File: src/rtl/core/kcdl_pkg.sv
package kcdl_pkg;

  localparam int unsigned TIME_W = 16;
  localparam int unsigned CFG_INDEX_W = 2;

  localparam logic [TIME_W-1:0] TIME_WRAP = 16'hFFFF;

  localparam logic [TIME_W-1:0] DEBOUNCE_RESET = 16'd20;
  localparam logic [TIME_W-1:0] LONG_PRESS_RESET = 16'd2000;
  localparam logic [TIME_W-1:0] DOUBLE_GAP_RESET = 16'd500;

  typedef enum logic [CFG_INDEX_W-1:0] {
    REG_DEBOUNCE   = 2'd0,
    REG_LONG_PRESS = 2'd1,
    REG_DOUBLE_GAP = 2'd2
  } reg_index_t;

  typedef enum logic [2:0] {
    ST_IDLE     = 3'd0,
    ST_PRESSED  = 3'd1,
    ST_SHORTREL = 3'd2,
    ST_WAITDBL  = 3'd3,
    ST_DBLPRESS = 3'd4,
    ST_LONG     = 3'd5
  } key_state_t;

  typedef enum logic [1:0] {
    EV_NONE   = 2'd0,
    EV_CLICK  = 2'd1,
    EV_DOUBLE = 2'd2,
    EV_LONG   = 2'd3
  } key_event_t;

  // elapsed time past a limit; a stamp ahead of now counts as past
  function automatic logic beyond(input logic [TIME_W-1:0] now,
                                  input logic [TIME_W-1:0] stamp,
                                  input logic [TIME_W-1:0] limit);
    logic [TIME_W-1:0] diff;
    diff = now - stamp;
    return (now < stamp) || (diff > limit);
  endfunction

endpackage

File: src/rtl/core/key_click_double_long_detector.sv
// channel | signals                              | direction | transaction
// in      | in_valid, in_ready, pin_level, now_ms | into      | one key sample
// out     | out_valid, out_ready, event_code,     | out of    | state after a sample
//         | fsm_state, debounced_pressed          |           |
// cfg     | cfg_valid, cfg_ready, cfg_index,      | into      | one register write
//         | cfg_data                              |           |
//
// one sample per cycle; its result appears the cycle after acceptance.
// the state registers are the result register: debounce compare, stamp update and
// the fsm step sit in one combinational pass in front of them.
// a stalled result holds the state; a new sample is taken in the cycle the result
// leaves, so throughput stays at one sample per cycle.
// reset clears the state, the stamps and loads the default limits; cfg is always ready.
module key_click_double_long_detector
  import kcdl_pkg::*;
(
  input  logic                   clk,
  input  logic                   rst,
  input  logic                   in_valid,
  output logic                   in_ready,
  input  logic                   pin_level,
  input  logic [TIME_W-1:0]      now_ms,
  output logic                   out_valid,
  input  logic                   out_ready,
  output logic [1:0]             event_code,
  output logic [2:0]             fsm_state,
  output logic                   debounced_pressed,
  input  logic                   cfg_valid,
  output logic                   cfg_ready,
  input  logic [CFG_INDEX_W-1:0] cfg_index,
  input  logic [TIME_W-1:0]      cfg_data
);

  logic [TIME_W-1:0] debounce_ms;
  logic [TIME_W-1:0] long_press_ms;
  logic [TIME_W-1:0] double_gap_ms;

  key_state_t        state, state_next;
  key_event_t        event_reg, event_reg_next;
  logic              pressed_flag, pressed_flag_next;
  logic [TIME_W-1:0] press_stamp, press_stamp_next;
  logic [TIME_W-1:0] release_stamp, release_stamp_next;

  logic              in_accept;
  logic              level;
  logic [TIME_W-1:0] now;

  assign in_ready  = !out_valid || out_ready;
  assign in_accept = in_valid && in_ready;
  assign cfg_ready = 1'b1;

  assign level = !pin_level;
  assign now   = (now_ms == TIME_WRAP) ? '0 : now_ms;

  // debounce and stamp update
  always_comb begin
    pressed_flag_next  = pressed_flag;
    press_stamp_next   = press_stamp;
    release_stamp_next = release_stamp;
    if (level != pressed_flag && beyond(now, release_stamp, debounce_ms)) begin
      pressed_flag_next = level;
      if (level) begin
        press_stamp_next = now;
      end else begin
        release_stamp_next = now;
      end
    end
  end

  // next state
  always_comb begin
    state_next = state;
    unique case (state)
      ST_IDLE: begin
        if (pressed_flag_next) state_next = ST_PRESSED;
      end
      ST_PRESSED: begin
        if (!pressed_flag_next) begin
          state_next = ST_SHORTREL;
        end else if (beyond(now, press_stamp_next, long_press_ms)) begin
          state_next = ST_LONG;
        end
      end
      ST_SHORTREL: state_next = ST_WAITDBL;
      ST_WAITDBL: begin
        if (pressed_flag_next) begin
          state_next = ST_DBLPRESS;
        end else if (beyond(now, release_stamp_next, double_gap_ms)) begin
          state_next = ST_IDLE;
        end
      end
      ST_DBLPRESS: begin
        if (!pressed_flag_next) state_next = ST_IDLE;
      end
      ST_LONG: begin
        if (!pressed_flag_next) state_next = ST_IDLE;
      end
      default: state_next = ST_IDLE;
    endcase
  end

  // event register
  always_comb begin
    event_reg_next = event_reg;
    unique case (state)
      ST_IDLE: event_reg_next = EV_NONE;
      ST_PRESSED: begin
        if (pressed_flag_next && beyond(now, press_stamp_next, long_press_ms)) begin
          event_reg_next = EV_LONG;
        end
      end
      ST_WAITDBL: begin
        if (!pressed_flag_next && beyond(now, release_stamp_next, double_gap_ms)) begin
          event_reg_next = EV_CLICK;
        end
      end
      ST_DBLPRESS: begin
        if (!pressed_flag_next) event_reg_next = EV_DOUBLE;
      end
      default: event_reg_next = event_reg;
    endcase
  end

  always_ff @(posedge clk) begin
    if (rst) begin
      state         <= ST_IDLE;
      event_reg     <= EV_NONE;
      pressed_flag  <= 1'b0;
      press_stamp   <= '0;
      release_stamp <= '0;
      out_valid     <= 1'b0;
    end else begin
      if (in_accept) begin
        state         <= state_next;
        event_reg     <= event_reg_next;
        pressed_flag  <= pressed_flag_next;
        press_stamp   <= press_stamp_next;
        release_stamp <= release_stamp_next;
        out_valid     <= 1'b1;
      end else if (out_ready) begin
        out_valid <= 1'b0;
      end
    end
  end

  always_ff @(posedge clk) begin
    if (rst) begin
      debounce_ms   <= DEBOUNCE_RESET;
      long_press_ms <= LONG_PRESS_RESET;
      double_gap_ms <= DOUBLE_GAP_RESET;
    end else if (cfg_valid && cfg_ready) begin
      unique case (cfg_index)
        REG_DEBOUNCE:   debounce_ms   <= cfg_data;
        REG_LONG_PRESS: long_press_ms <= cfg_data;
        REG_DOUBLE_GAP: double_gap_ms <= cfg_data;
        default: ;
      endcase
    end
  end

  assign event_code        = event_reg;
  assign fsm_state         = state;
  assign debounced_pressed = pressed_flag;

  // a long press state always carries its event
  a_long_has_event: assert property (@(posedge clk) disable iff (rst)
    state == ST_LONG |-> event_reg == EV_LONG)
    else $error("long press state without long press event");

  // between leaving idle and the next event nothing is reported
  a_no_event_in_progress: assert property (@(posedge clk) disable iff (rst)
    (state == ST_PRESSED || state == ST_SHORTREL || state == ST_WAITDBL ||
     state == ST_DBLPRESS) |-> event_reg == EV_NONE)
    else $error("stale event during a click sequence");

  // held states only while the debounced key is down
  a_held_states_pressed: assert property (@(posedge clk) disable iff (rst)
    (state == ST_PRESSED || state == ST_DBLPRESS) |-> pressed_flag)
    else $error("pressed state with key released");

  // a sample taken in idle clears the event
  a_idle_clears_event: assert property (@(posedge clk) disable iff (rst)
    (in_accept && state == ST_IDLE) |=> event_reg == EV_NONE)
    else $error("idle did not clear event");

endmodule
File: config.mk
export PLATFORM = sky130hd
export DESIGN_NAME = key_click_double_long_detector
export DESIGN_NICKNAME = d
export VERILOG_FILES = /design/src/rtl/core/kcdl_pkg.sv /design/src/rtl/core/key_click_double_long_detector.sv
export SDC_FILE = /design/constraint.sdc
export NUM_CORES = 1
export LEC_CHECK = 0
export BUFFER_PORTS_ARGS = -buffer_cell sky130_fd_sc_hd__clkbuf_2
export CAP_MARGIN = 20
export CORE_MARGIN = 3
export CORE_UTILIZATION = 30
export CTS_CLUSTER_SIZE = 14
export DETAILED_ROUTE_END_ITERATION = 8
export PLACE_DENSITY_LB_ADDON = 0.12
export SLEW_MARGIN = 0
export SYNTH_ARGS = -nofsm -noshare
export SYNTH_HDL_FRONTEND = slang
export SYNTH_SLANG_ARGS = --single-unit
File: constraint.sdc
create_clock -name clk -period 14.35 [get_ports clk]
set_clock_uncertainty 0.1 [all_clocks]
set_input_delay 0.7175 -clock clk [delete_from_list [all_inputs] [get_ports clk]]
set_output_delay 0.7175 -clock clk [all_outputs]
set_load 0.05 [all_outputs]
Yosys cells after proc, flatten, opt, wreduce, memory -nomap -nowiden
Cells that the tools add are included.
{ "word_totals": {"wordCells": 74, "input_bits": 40, "register_bits": 87} }
{ "classes": {"reduce_logical": 21, "order_cmp": 6, "eq_ne": 16, "add_sub_neg": 3, "n_mux": 19} }
{ "ops": {"columns": ["cell", "n"], "rows": [
  ["16-bit two-way mux", 5],
  ["16-bit greater-than comparator", 3],
  ["16-bit < comparator", 3],
  ["16-bit subtractor", 3],
  ["3-bit two-way mux", 6],
  ["16-bit == test, second input constant", 1],
  ["3-bit case mux with 5 select lines", 1],
  ["2-bit inequality test, second input constant", 5],
  ["5-bit AND reduction", 2],
  ["2-bit case mux with 4 select lines", 1],
  ["3-bit by 2-bit == test with 1-bit output, second input constant", 2],
  ["3-bit == test, second input constant", 2],
  ["2-bit two-way mux", 3],
  ["3-bit inequality test, second input constant", 2],
  ["2-bit AND reduction", 3],
  ["1-bit logical AND", 4],
  ["1-bit logical OR", 4],
  ["4-bit nonzero test", 1],
  ["3-bit by 1-bit == test with 1-bit output, second input constant", 1],
  ["1-bit logical NOT", 3],
  ["3-bit logical NOT", 1],
  ["1-bit two-way mux", 3],
  ["2-bit by 1-bit == test with 1-bit output, second input constant", 1],
  ["2-bit == test, second input constant", 1],
  ["other kinds (4)", 4]
]} }

Logic depth before layout (Yosys ltp)
Gate-level depths: netlist (run 1).
{ "logic_depth": {"depth_word": 13, "ltp_mapped": 49, "depth_no_buf": 45} }

Worst setup path before layout (run 1)
OpenSTA, ideal clock, no wires.
{ "synth_path": {"path_type": "in2reg", "start": "in now_ms[15]", "end": "reg event_reg[0] (netlist: event_code[0])", "required_time_ns": 14.117, "setup_ns": 0.133, "arrival_ns": 9.988, "path_stages": 43, "n_path_buf": 3, "setup_slack_ns": 4.130, "cell_sequence": "nand4_1 -> or4_1 -> clkbuf_1 -> and2_1 -> ha_1 -> a21o_1 -> a21o_1 -> o211a_1 -> o31ai_1 -> a31oi_1 -> a211o_1 -> a21o_1 -> a21oi_1 -> xnor2_1 -> ha_1 -> a211oi_1 -> o41ai_1 -> o31a_1 -> [7 not listed] -> o21ai_0 -> a21boi_0 -> o21ai_0 -> a21boi_0 -> o21a_1 -> o31ai_1 -> a21oi_1 -> and4_1 -> or4b_2 -> ha_1 -> and4_1 -> nand4_1 -> or4_1 -> o211ai_1 -> or3b_4 -> a31oi_1 -> o21bai_1 -> nor3b_1"} }
{ "synth_between": {"elab_chain_cells": 13, "word_cells_on_any_way": 27, "classes_between": "add/sub: 3; order compare: 6; eq/ne: 4; mux: 6; reduce/logical: 8"} }
{ "synth_rtl": {"columns": ["item", "line_no", "text"], "rows": [
  ["start, declared", "key_click_double_long_detector.sv:22", "input logic [TIME_W-1:0] now_ms,"],
  ["16-bit == test", "key_click_double_long_detector.sv:53", "assign now = (now_ms == TIME_WRAP) ? '0 : now_ms;"],
  ["16-bit two-way mux (*)", "key_click_double_long_detector.sv:53", null],
  ["16-bit subtractor", "kcdl_pkg.sv:39", "diff = now - stamp;"],
  ["16-bit greater-than comparator", "kcdl_pkg.sv:40", "return (now < stamp) || (diff > limit);"],
  ["1-bit logical OR", "kcdl_pkg.sv:40", null],
  ["1-bit logical AND", "key_click_double_long_detector.sv:60", "if (level != pressed_flag && beyond(now, release_stamp, debounce_ms)) begin"],
  ["16-bit two-way mux", "key_click_double_long_detector.sv:60", null],
  ["16-bit subtractor", "kcdl_pkg.sv:39", null],
  ["16-bit greater-than comparator", "kcdl_pkg.sv:40", null],
  ["1-bit logical OR", "kcdl_pkg.sv:40", null],
  ["1-bit logical AND, on equally long branches", "key_click_double_long_detector.sv:113, key_click_double_long_detector.sv:108", null],
  ["2-bit inequality test (no source line)", null, null],
  ["5-bit AND reduction (no source line) (*)", null, null],
  ["end signal, assigned", "key_click_double_long_detector.sv:135", "event_reg <= event_reg_next;"],
  ["end, declared", "key_click_double_long_detector.sv:39", "key_event_t event_reg, event_reg_next;"]
]} }
Mark *: on every way between the ends. The rest lies on a longest branch, timed or not.
A chain may end at the register's enable or synchronous reset.

Worst setup path in the final report (run 1)
{ "layout_path": {"start": "in now_ms[15]", "end": "reg state[0] (netlist: fsm_state[0])"} }
{ "layout_between": {"elab_chain_cells": 12, "word_cells_on_any_way": 28, "classes_between": "add/sub: 3; order compare: 6; eq/ne: 5; mux: 9; reduce/logical: 5"} }
{ "layout_rtl": {"columns": ["item", "line_no", "text"], "rows": [
  ["16-bit == test", "key_click_double_long_detector.sv:53", null],
  ["16-bit two-way mux (*)", "key_click_double_long_detector.sv:53", null],
  ["16-bit subtractor", "kcdl_pkg.sv:39", null],
  ["16-bit greater-than comparator", "kcdl_pkg.sv:40", null],
  ["1-bit logical OR", "kcdl_pkg.sv:40", null],
  ["1-bit logical AND", "key_click_double_long_detector.sv:60", null],
  ["16-bit two-way mux", "key_click_double_long_detector.sv:60", null],
  ["16-bit subtractor", "kcdl_pkg.sv:39", null],
  ["16-bit greater-than comparator", "kcdl_pkg.sv:40", null],
  ["1-bit logical OR", "kcdl_pkg.sv:40", null],
  ["3-bit inequality test (no source line)", null, null],
  ["5-bit AND reduction (no source line)", null, null],
  ["end signal, assigned", "key_click_double_long_detector.sv:134", "state <= state_next;"],
  ["end, declared", "key_click_double_long_detector.sv:38", "key_state_t state, state_next;"]
]} }
Marked as above.

==> results.json, run 1 <==
{
  "grt_pass1_wl_microns": 34500,
  "drv_cap": 0,
  "cts_resized": 0,
  "drt_first_pass_iters": 5,
  "final_util_pct": 34.7,
  "synth_top_area_share_pct": 24.3,
  "tns_ps": 0,
  "postRouteAntennaNets": 0,
  "num-nets-final": 1084,
  "status": "finished clean",
  "dieArea_sq_um": 25700,
  "final_cell_mix": "nand2_1 (108), ha_1 (95), dfxtp_1 (87)",
  "initial_core_util_pct": 31.0,
  "placed_area_sq_um": 7680,
  "clockPowerShare_pct": 25.3,
  "crit_top_cell": "ha_1",
  "fillers": 2495,
  "synthTopCellsByArea": "dfxtp_1 (24%), ha_1 (17%), a21oi_1 (6.0%)",
  "period_needed_ps": 11240,
  "swShare_pct": 40.5,
  "fin_crit_sh_pct": 78.3,
  "yosysSeqAreaShare_pct": 24.3,
  "power_w": 0.000982,
  "power_switching_w": 0.000398,
  "die_x_microns": 160,
  "dieHeight_microns": 160,
  "max_freq_mhz": 89.0,
  "postCtsHoldBufs": 0,
  "maxSlewViolCount": 0,
  "drive_above_1_share_pct": 8.41,
  "worst_slew_pin_slew_ps": 1030,
  "wl_microns": 22400,
  "numPortBuffers": 47,
  "post-place-ws_ps": 2820,
  "synth_area_sq_um": 7150,
  "overflow": 0,
  "coreArea_sq_um": 23100,
  "syn_to_final_growth_pct": 11.7,
  "async_flop_share_pct": 0,
  "slowest_stage": "or4_1",
  "synth_fp_nets": 1056,
  "cts_tree": "yes",
  "antennaDiodeCount": 0,
  "drtIter0Drc": 333,
  "clock_path_buffers": 2,
  "route.detailed.drc": 0,
  "slew_headroom_pct": 31.4,
  "hold_violations": 0,
  "htreeDepth": 3,
  "stdcell_area_sq_um": 7990,
  "yosys_register_bits": 87,
  "grt_max_degree": 89,
  "syn_area_per_cell_sq_um": 7.79,
  "endpoint_kind": "register",
  "p_per_area_nw_per_um2": 123,
  "routabilityCongestion": 0.813,
  "rsz0062_at_grt": "false",
  "p_int_w": 0.000584,
  "synth_cells": 918,
  "vias_per_cell": 5.04,
  "seqPwrFrac_pct": 27.7,
  "required_ps": 14510,
  "grt.total_usage_pct": 17.4,
  "p_leak_nw": 3.30,
  "p_comb_share_pct": 47.1,
  "cts_sinks": 87,
  "fp-row-count": 55,
  "start_kind": "primary input",
  "synth_largest_area_cell": "dfxtp_1",
  "num_vias": 6373,
  "final_common_cell": "nand2_1",
  "vdd_drop_max_mv": 0.0583,
  "dp_hpwl_microns": 17500,
  "antenna_found_initial": 0,
  "ys_types": 62,
  "arrival_ps": 11400,
  "ios": 49,
  "criticalPathCategory": "primary input to register",
  "clock_latency_ps": 350,
  "critPathMaxFanout": 19,
  "root_buffer": "clkbuf_16",
  "wl_per_cell_microns": 17.7,
  "slowest_delay_ps": 740,
  "hold_path_class": "register to register",
  "post_cts_buffers": 0,
  "cts_inserted_buffers": 9,
  "clk_pin_slew_ps": 70,
  "yosysWarnings": 0,
  "grt_pass1_vias": 6097,
  "postLayoutSetupSlackWorst_ps": 3110,
  "synth_flop_cell": "dfxtp_1",
  "setup_viol": 0,
  "synth_edf_count": 0
}
-- routing by layer --
layer | track usage, % | vias up | wire, microns
li1 | - | 3321 | -
met1 | 22.8 | 2933 | 10300
met2 | 29.5 | 101 | 10800
met3 | 2.94 | 18 | 852
met4 | 4.69 | 0 | 466
met5 | 0 | - | 0
-- state kept, by name (all words and copies together) (netlist names) --
name               cells
event_code             2
debounced_pressed      1
press_stamp           16
long_press_ms         16
out_valid              1
debounce_ms           16
release_stamp         16
fsm_state              3
double_gap_ms         16
-- power by group through the flow --
stage | clock network, W | logic (W) | registers, W
floorplan | 0 | 0.000337 | 0.000281
global placement | 0 | 0.000469 | 0.000277
detailed placement | 0 | 0.000463 | 0.000277
CTS | 0.000259 | 0.000467 | 0.000271
global route | 0.000265 | 0.000526 | 0.000274
finish | 0.000248 | 0.000462 | 0.000272
-- cells in the mapped netlist (all sizes together), types with 4 or more instances --
cell	number
a21o	22
o211ai	7
nor3b	4
a211oi	33
ha	95
o21bai	4
nand4	18
and3	5
o21ai	27
a21boi	5
and2	17
mux2i	30
and4	5
nor2	85
o21a	15
xor2	11
nor3	14
nor2b	10
nand2b	7
a31oi	4
inv	80
nand3	8
o41ai	4
nand2	108
a211o	17
buf	7
dfxtp	87
a21oi	86
a2111oi	7
clkbuf	28
xnor2	26
o31ai	5
-- layout make-up --
type                    instances  area, sq um  area share (%)
clock buffers                  11          243            3.04
clock inverters                 5         56.3           0.705
inverters                      80          300            3.76
multi-input cells             716         4980            62.3
flip-flops and latches         87         1740            21.8
well taps                     313          392            4.90
repair buffers                 52          277            3.46
-- critical path, delay by kind of cell --
family	cells	cell delay, ps
AOI/OAI and AO/OA	19	4080
xor gates and xnor gates	1	100
adders and majority gates	4	1260
buffers and inverters	2	410
muxes	1	400
and+or+nand+nor	15	4430
-- through the flow --
stage	cells	hold WS [ps]
final	1264	354
after floorplan	918	336
after CTS	1263	356
after global placement	1247	344
after global routing	1264	371
after detailed placement	1247	347
-- cell families after synthesis --
group           Yosys count  synth area share (%)
mux                      30                  4.20
flops                    87                  24.3
compound gates          251                  23.5
fa+ha+maj                99                  17.6
xor+xnor                 37                  4.53
simple gates            298                  19.7
buf+inv                 115                  6.14
other cells               1                0.0524
-- path summary, 6_finish.rpt --
path / from / endpoint / slack [ps] / depth (start not counted)
worst max-delay path: now_ms[15] / fsm_state[0] / 3110 / 42
worst min-delay path: debounce_ms[13] / debounce_ms[13] / 350 / 2
worst max register to register: release_stamp[1] / fsm_state[0] / 4440 / 39
worst min register to register: debounce_ms[13] / debounce_ms[13] / 350 / 2
(Power assumes the default switching activity.)
==> run 2: changes to the inputs <==
Settings changed: ABC_AREA from default to 1.
Clock period 14.35 ns to 11.8 ns, I/O delays scaled along.
==> results.json, run 2 <==
{
  "grt_max_degree": 84,
  "rsz0062_at_grt": "false",
  "ios": 49,
  "route.detailed.drc": 0,
  "fin_crit_sh_pct": 76.7,
  "hold_path_class": "register to register",
  "postCtsHoldBufs": 0,
  "yosys_register_bits": 87,
  "synth_largest_area_cell": "dfxtp_1",
  "vdd_drop_max_mv": 0.0619,
  "arrival_ps": 9230,
  "maxSlewViolCount": 0,
  "critPathMaxFanout": 30,
  "met2_usage_pct": 26.9,
  "clk_pin_slew_ps": 70,
  "synthTopCellsByArea": "dfxtp_1 (24%), ha_1 (17%), nand2_1 (11%)",
  "vias_per_cell": 4.60,
  "whs_ps": 366,
  "hold_violations": 0,
  "yosys-top-cells-count": "nand2_1 (214), inv_1 (178), a21oi_1 (109)",
  "synth_flop_cell": "dfxtp_1",
  "final_cell_mix": "nand2_1 (213), inv_1 (177), a21oi_1 (109)",
  "synth_cells": 1052,
  "syn_area_per_cell_sq_um": 6.77,
  "drt_first_pass_iters": 7,
  "dieArea_sq_um": 25600,
  "grt_pass1_wl_microns": 32700,
  "ys_types": 43,
  "routabilityCongestion": 0.801,
  "p_leak_nw": 3.94,
  "clock_latency_ps": 360,
  "synth_edf_count": 0,
  "drv_cap": 0,
  "crit_top_cell": "nand2_1",
  "synth_fp_nets": 1190,
  "tns_ps": 0,
  "numPortBuffers": 47,
  "endpoint_kind": "register",
  "drtIter0Drc": 309,
  "setup_viol": 0,
  "grt_pass1_vias": 6112,
  "cts_tree": "yes",
  "cts_inserted_buffers": 9,
  "period_needed_ps": 9050,
  "yosysSeqAreaShare_pct": 24.5,
  "antennaDiodeCount": 0,
  "yosysWarnings": 0,
  "postRouteAntennaNets": 0,
  "rr_endpoint": "fsm_state[0]",
  "num_vias": 6439,
  "coreArea_sq_um": 23000,
  "synth_top_area_share_pct": 24.5,
  "reg2reg_depth": 53,
  "met3_usage_pct": 2.54,
  "slowest_delay_ps": 330,
  "max_freq_mhz": 110,
  "antenna_found_initial": 0,
  "dp_hpwl_microns": 16400,
  "post_cts_buffers": 0,
  "worstReg2RegStart": "release_stamp[2]",
  "cts_sinks": 87,
  "p_per_area_nw_per_um2": 142,
  "cts_resized": 0,
  "min_from": "long_press_ms[5]",
  "rrSetupSlack_ps": 3600,
  "clock_path_buffers": 2,
  "root_buffer": "clkbuf_16",
  "start_kind": "primary input",
  "holdPathEnd": "long_press_ms[5]",
  "die_x_microns": 160,
  "required_ps": 11980,
  "whs_path_depth": 2,
  "overflow": 0,
  "wl_per_cell_microns": 14.7,
  "synth_area_sq_um": 7120,
  "grt.total_usage_pct": 16.1,
  "yosysMostFrequentCell": "nand2_1",
  "criticalPathCategory": "primary input to register",
  "num-nets-final": 1220,
  "htreeDepth": 3,
  "gr-max-usage-layer": "met2",
  "use_met1_pct": 21.6,
  "initial_core_util_pct": 31.0,
  "wl_microns": 20600,
  "worst_slew_pin_slew_ps": 937,
  "status": "finished clean",
  "syn_to_final_growth_pct": 11.9,
  "async_flop_share_pct": 0,
  "dieHeight_microns": 160,
  "slowest_stage": "ha_1",
  "fp-row-count": 55,
  "slew_headroom_pct": 37.6,
  "final_common_cell": "nand2_1",
  "drive_above_1_share_pct": 9.84
}
[run 2: critical path: cells and delay by family]
kind	cells	cell delay, ps
adders and majority gates	4	1200
buffers and inverters	7	840
xor gates and xnor gates	2	310
AOI/OAI and AO/OA	17	3120
and+or+nand+nor	30	3150
[run 2: layout make-up]
cell class / count / area, sq um
Multi-Input combinational cell: 751 / 4570
Clock buffer: 10 / 239
Sequential cell: 87 / 1740
Inverter: 183 / 687
Tap cell: 313 / 392
Timing Repair Buffer: 50 / 258
Clock inverter: 6 / 75.1
Fill cell: 2515 / 15000
[run 2: through the flow]
| step | setup WS (ps) | utilization [%] | total power [W] | instances | instance area [sq um] |
|---|---|---|---|---|---|
| 2_1_floorplan | 3710 | - | 0.000699 | 1052 | 7120 |
| 3_3_place_gp | 2490 | 33.3 | 0.000825 | 1384 | 7650 |
| 3_5_place_dp | 2380 | 33.3 | 0.000827 | 1384 | 7650 |
| 4_1_cts | 2710 | 34.6 | 0.00115 | 1400 | 7960 |
| 5_1_grt | 1490 | 34.6 | 0.00123 | 1400 | 7960 |
| 6_report | 2750 | 34.6 | 0.00113 | 1400 | 7960 |
[run 2: how the worst max path moves through the flow]
stage,startpoint,slack (ps),cells after the start,to
after detailed placement,now_ms[13],2380,59,fsm_state[0]
after CTS,now_ms[13],2710,59,fsm_state[0]
final,now_ms[13],2750,60,fsm_state[0]
after global placement,now_ms[13],2490,59,fsm_state[1]
after global routing,now_ms[13],1490,62,event_code[1]
after floorplan,now_ms[1],3710,59,fsm_state[1]
[run 2: cell families (layout without fill, tap and decap cells)]
family	Yosys count	count (layout)	share of synthesized area [%]
adder cells (fa/ha/maj)	98	98	17.5
XOR/XNOR	39	39	4.80
flip-flops	87	87	24.5
AO/OA/AOI/OAI	264	264	20.4
buffers and inverters	214	249	11.4
AND/OR/NAND/NOR	349	349	21.3
other	1	1	0.0527
[run 2: routing by layer]
metal,share of wire (%),up-vias
li1,-,3495
met1,49,2860
met2,46,66
met3,2.4,18
met4,1.9,0
met5,0,-
[run 2: power breakdown]
group	leakage [nW]	total, W	internal, W	switching (W)
combinational	3.08	0.000488	0.000177	0.000311
clock	0.152	0.000312	0.000174	0.000139
sequential	0.711	0.000327	0.000314	0.0000133
==> run 3: changes to the inputs <==
Clock period 11.8 ns to 8.35 ns, I/O delays scaled along.
==> results.json, run 3 (synthesis results as in run 2) <==
{
  "status": "finished clean",
  "route.detailed.drc": 0,
  "placed_area_sq_um": 8260,
  "required_ps": 8540,
  "criticalPathCategory": "primary input to register",
  "vias_per_cell": 4.51,
  "num-nets-final": 1306,
  "wl_per_cell_microns": 14.5,
  "grt_pass1_vias": 6261,
  "clock_path_buffers": 2,
  "clock_latency_ps": 350,
  "slowest_delay_ps": 350,
  "initial_core_util_pct": 31.0,
  "wl_microns": 21500,
  "worstReg2RegStart": "release_stamp[1]",
  "seqPwrFrac_pct": 27.7,
  "drt_first_pass_iters": 5,
  "endpoint_kind": "register",
  "maxSlewViolCount": 0,
  "postRouteAntennaNets": 0,
  "syn_to_final_growth_pct": 23.3,
  "cts_tree": "yes",
  "hold_path_class": "primary input to register",
  "arrival_ps": 7830,
  "overflow": 0,
  "routabilityCongestion": 0.835,
  "grt_pass1_wl_microns": 33900,
  "period_needed_ps": 7640,
  "tns_ps": 0,
  "critPathMaxFanout": 12,
  "fp-row-count": 55,
  "clockPowerShare_pct": 24.5,
  "numPortBuffers": 47,
  "grt.total_usage_pct": 16.8,
  "swShare_pct": 42.0,
  "die_x_microns": 160,
  "rr_endpoint": "fsm_state[0]",
  "reg2reg_depth": 56,
  "drtIter0Drc": 393,
  "p_leak_nw": 4.36,
  "dieHeight_microns": 160,
  "coreArea_sq_um": 23000,
  "rsz0062_at_grt": "false",
  "setup_viol": 0,
  "final_util_pct": 38.2,
  "dieArea_sq_um": 25600,
  "min_from": "cfg_data[8]",
  "rrSetupSlack_ps": 1100,
  "p_per_area_nw_per_um2": 190,
  "final_common_cell": "nand2_1",
  "max_freq_mhz": 131,
  "stdcell_area_sq_um": 8770,
  "postCtsHoldBufs": 0,
  "grt_max_degree": 84,
  "cts_sinks": 87,
  "whs_ps": 212,
  "root_buffer": "clkbuf_16",
  "clk_pin_slew_ps": 80,
  "start_kind": "primary input",
  "whs_path_depth": 3,
  "p_comb_share_pct": 47.8,
  "slowest_stage": "ha_1",
  "antennaDiodeCount": 0,
  "drv_cap": 0,
  "num_vias": 6695,
  "vdd_drop_max_mv": 0.101,
  "power_switching_w": 0.000701,
  "worst_slew_pin_slew_ps": 890,
  "p_int_w": 0.000970,
  "crit_top_cell": "nand2_1",
  "hold_violations": 0,
  "final_cell_mix": "nand2_1 (209), inv_1 (175), o21ai_0 (99)",
  "slew_headroom_pct": 40.6,
  "dp_hpwl_microns": 17500,
  "drive_above_1_share_pct": 19.7,
  "antenna_found_initial": 0,
  "htreeDepth": 3,
  "power_w": 0.00167,
  "fin_crit_sh_pct": 91.5,
  "cts_inserted_buffers": 9,
  "holdPathEnd": "long_press_ms[8]",
  "ios": 49
}
-- run 3: changes by cell type in the layout (fill, tap and decap cells not counted), moves of 6 or more --
cell     delta
buf_4      +84
a21oi_1    -12
a21oi_2    +11
o21ai_0     -6
-- run 3: worst max-delay path: cells and delay by family --
kind | cells | cell delay, ps
fa+ha+maj | 4 | 1270
simple gates | 29 | 2460
buf+inv | 10 | 1100
xor+xnor | 2 | 290
compound gates | 16 | 2270
-- run 3: how the worst max path moves through the flow --
stage / start / endpoint
detailed placement: now_ms[13] / fsm_state[1]
CTS: now_ms[13] / fsm_state[0]
global route: now_ms[15] / fsm_state[0]
finish: now_ms[14] / fsm_state[0]
floorplan: now_ms[1] / fsm_state[1]
global placement: now_ms[13] / fsm_state[2]
-- run 3: repair_timing --
| action | 4_1_cts | 5_1_grt |
|---|---|---|
| hold endpoints to repair | 0 | 0 |
| gates resized for setup | 1 | 51 |
| setup endpoints to repair | 4 | 5 |
| pin swaps | 0 | 19 |
| buffers inserted | 0 | 4 |
-- run 3: per-layer routing --
| metal | global-route usage, % | vias up | wire (microns) |
|---|---|---|---|
| met3 | 2.08 | 17 | 383 |
| li1 | - | 3669 | - |
| met2 | 28.9 | 44 | 10400 |
| met4 | 3.91 | 0 | 299 |
| met1 | 22.5 | 2965 | 10400 |
| met5 | 0 | - | 0 |
-- run 3: power by group through the flow --
| stage | Combinational, W | Clock (W) | Sequential, W |
|---|---|---|---|
| 2_1_floorplan | 0.000496 | 0 | 0.000492 |
| 3_3_place_gp | 0.000764 | 0 | 0.000472 |
| 3_5_place_dp | 0.000765 | 0 | 0.000472 |
| 4_1_cts | 0.000770 | 0.000423 | 0.000463 |
| 5_1_grt | 0.000905 | 0.000441 | 0.000466 |
| 6_report | 0.000798 | 0.000410 | 0.000463 |
-- run 3: per-stage QoR --
stage | instances | setup WS, ps
after global placement | 1466 | -253
final | 1486 | 708
after global routing | 1486 | 3.20
after floorplan | 1052 | 431
after CTS | 1482 | 55.7
after detailed placement | 1466 | -398
-- run 3: final cells by class --
type	instances	area [sq um]
Clock inverter	6	57.6
Inverter	183	688
Tap cell	313	392
Clock buffer	10	229
Multi-Input combinational cell	751	4760
Timing Repair Buffer	136	911
Fill cell	2511	14200
Sequential cell	87	1740
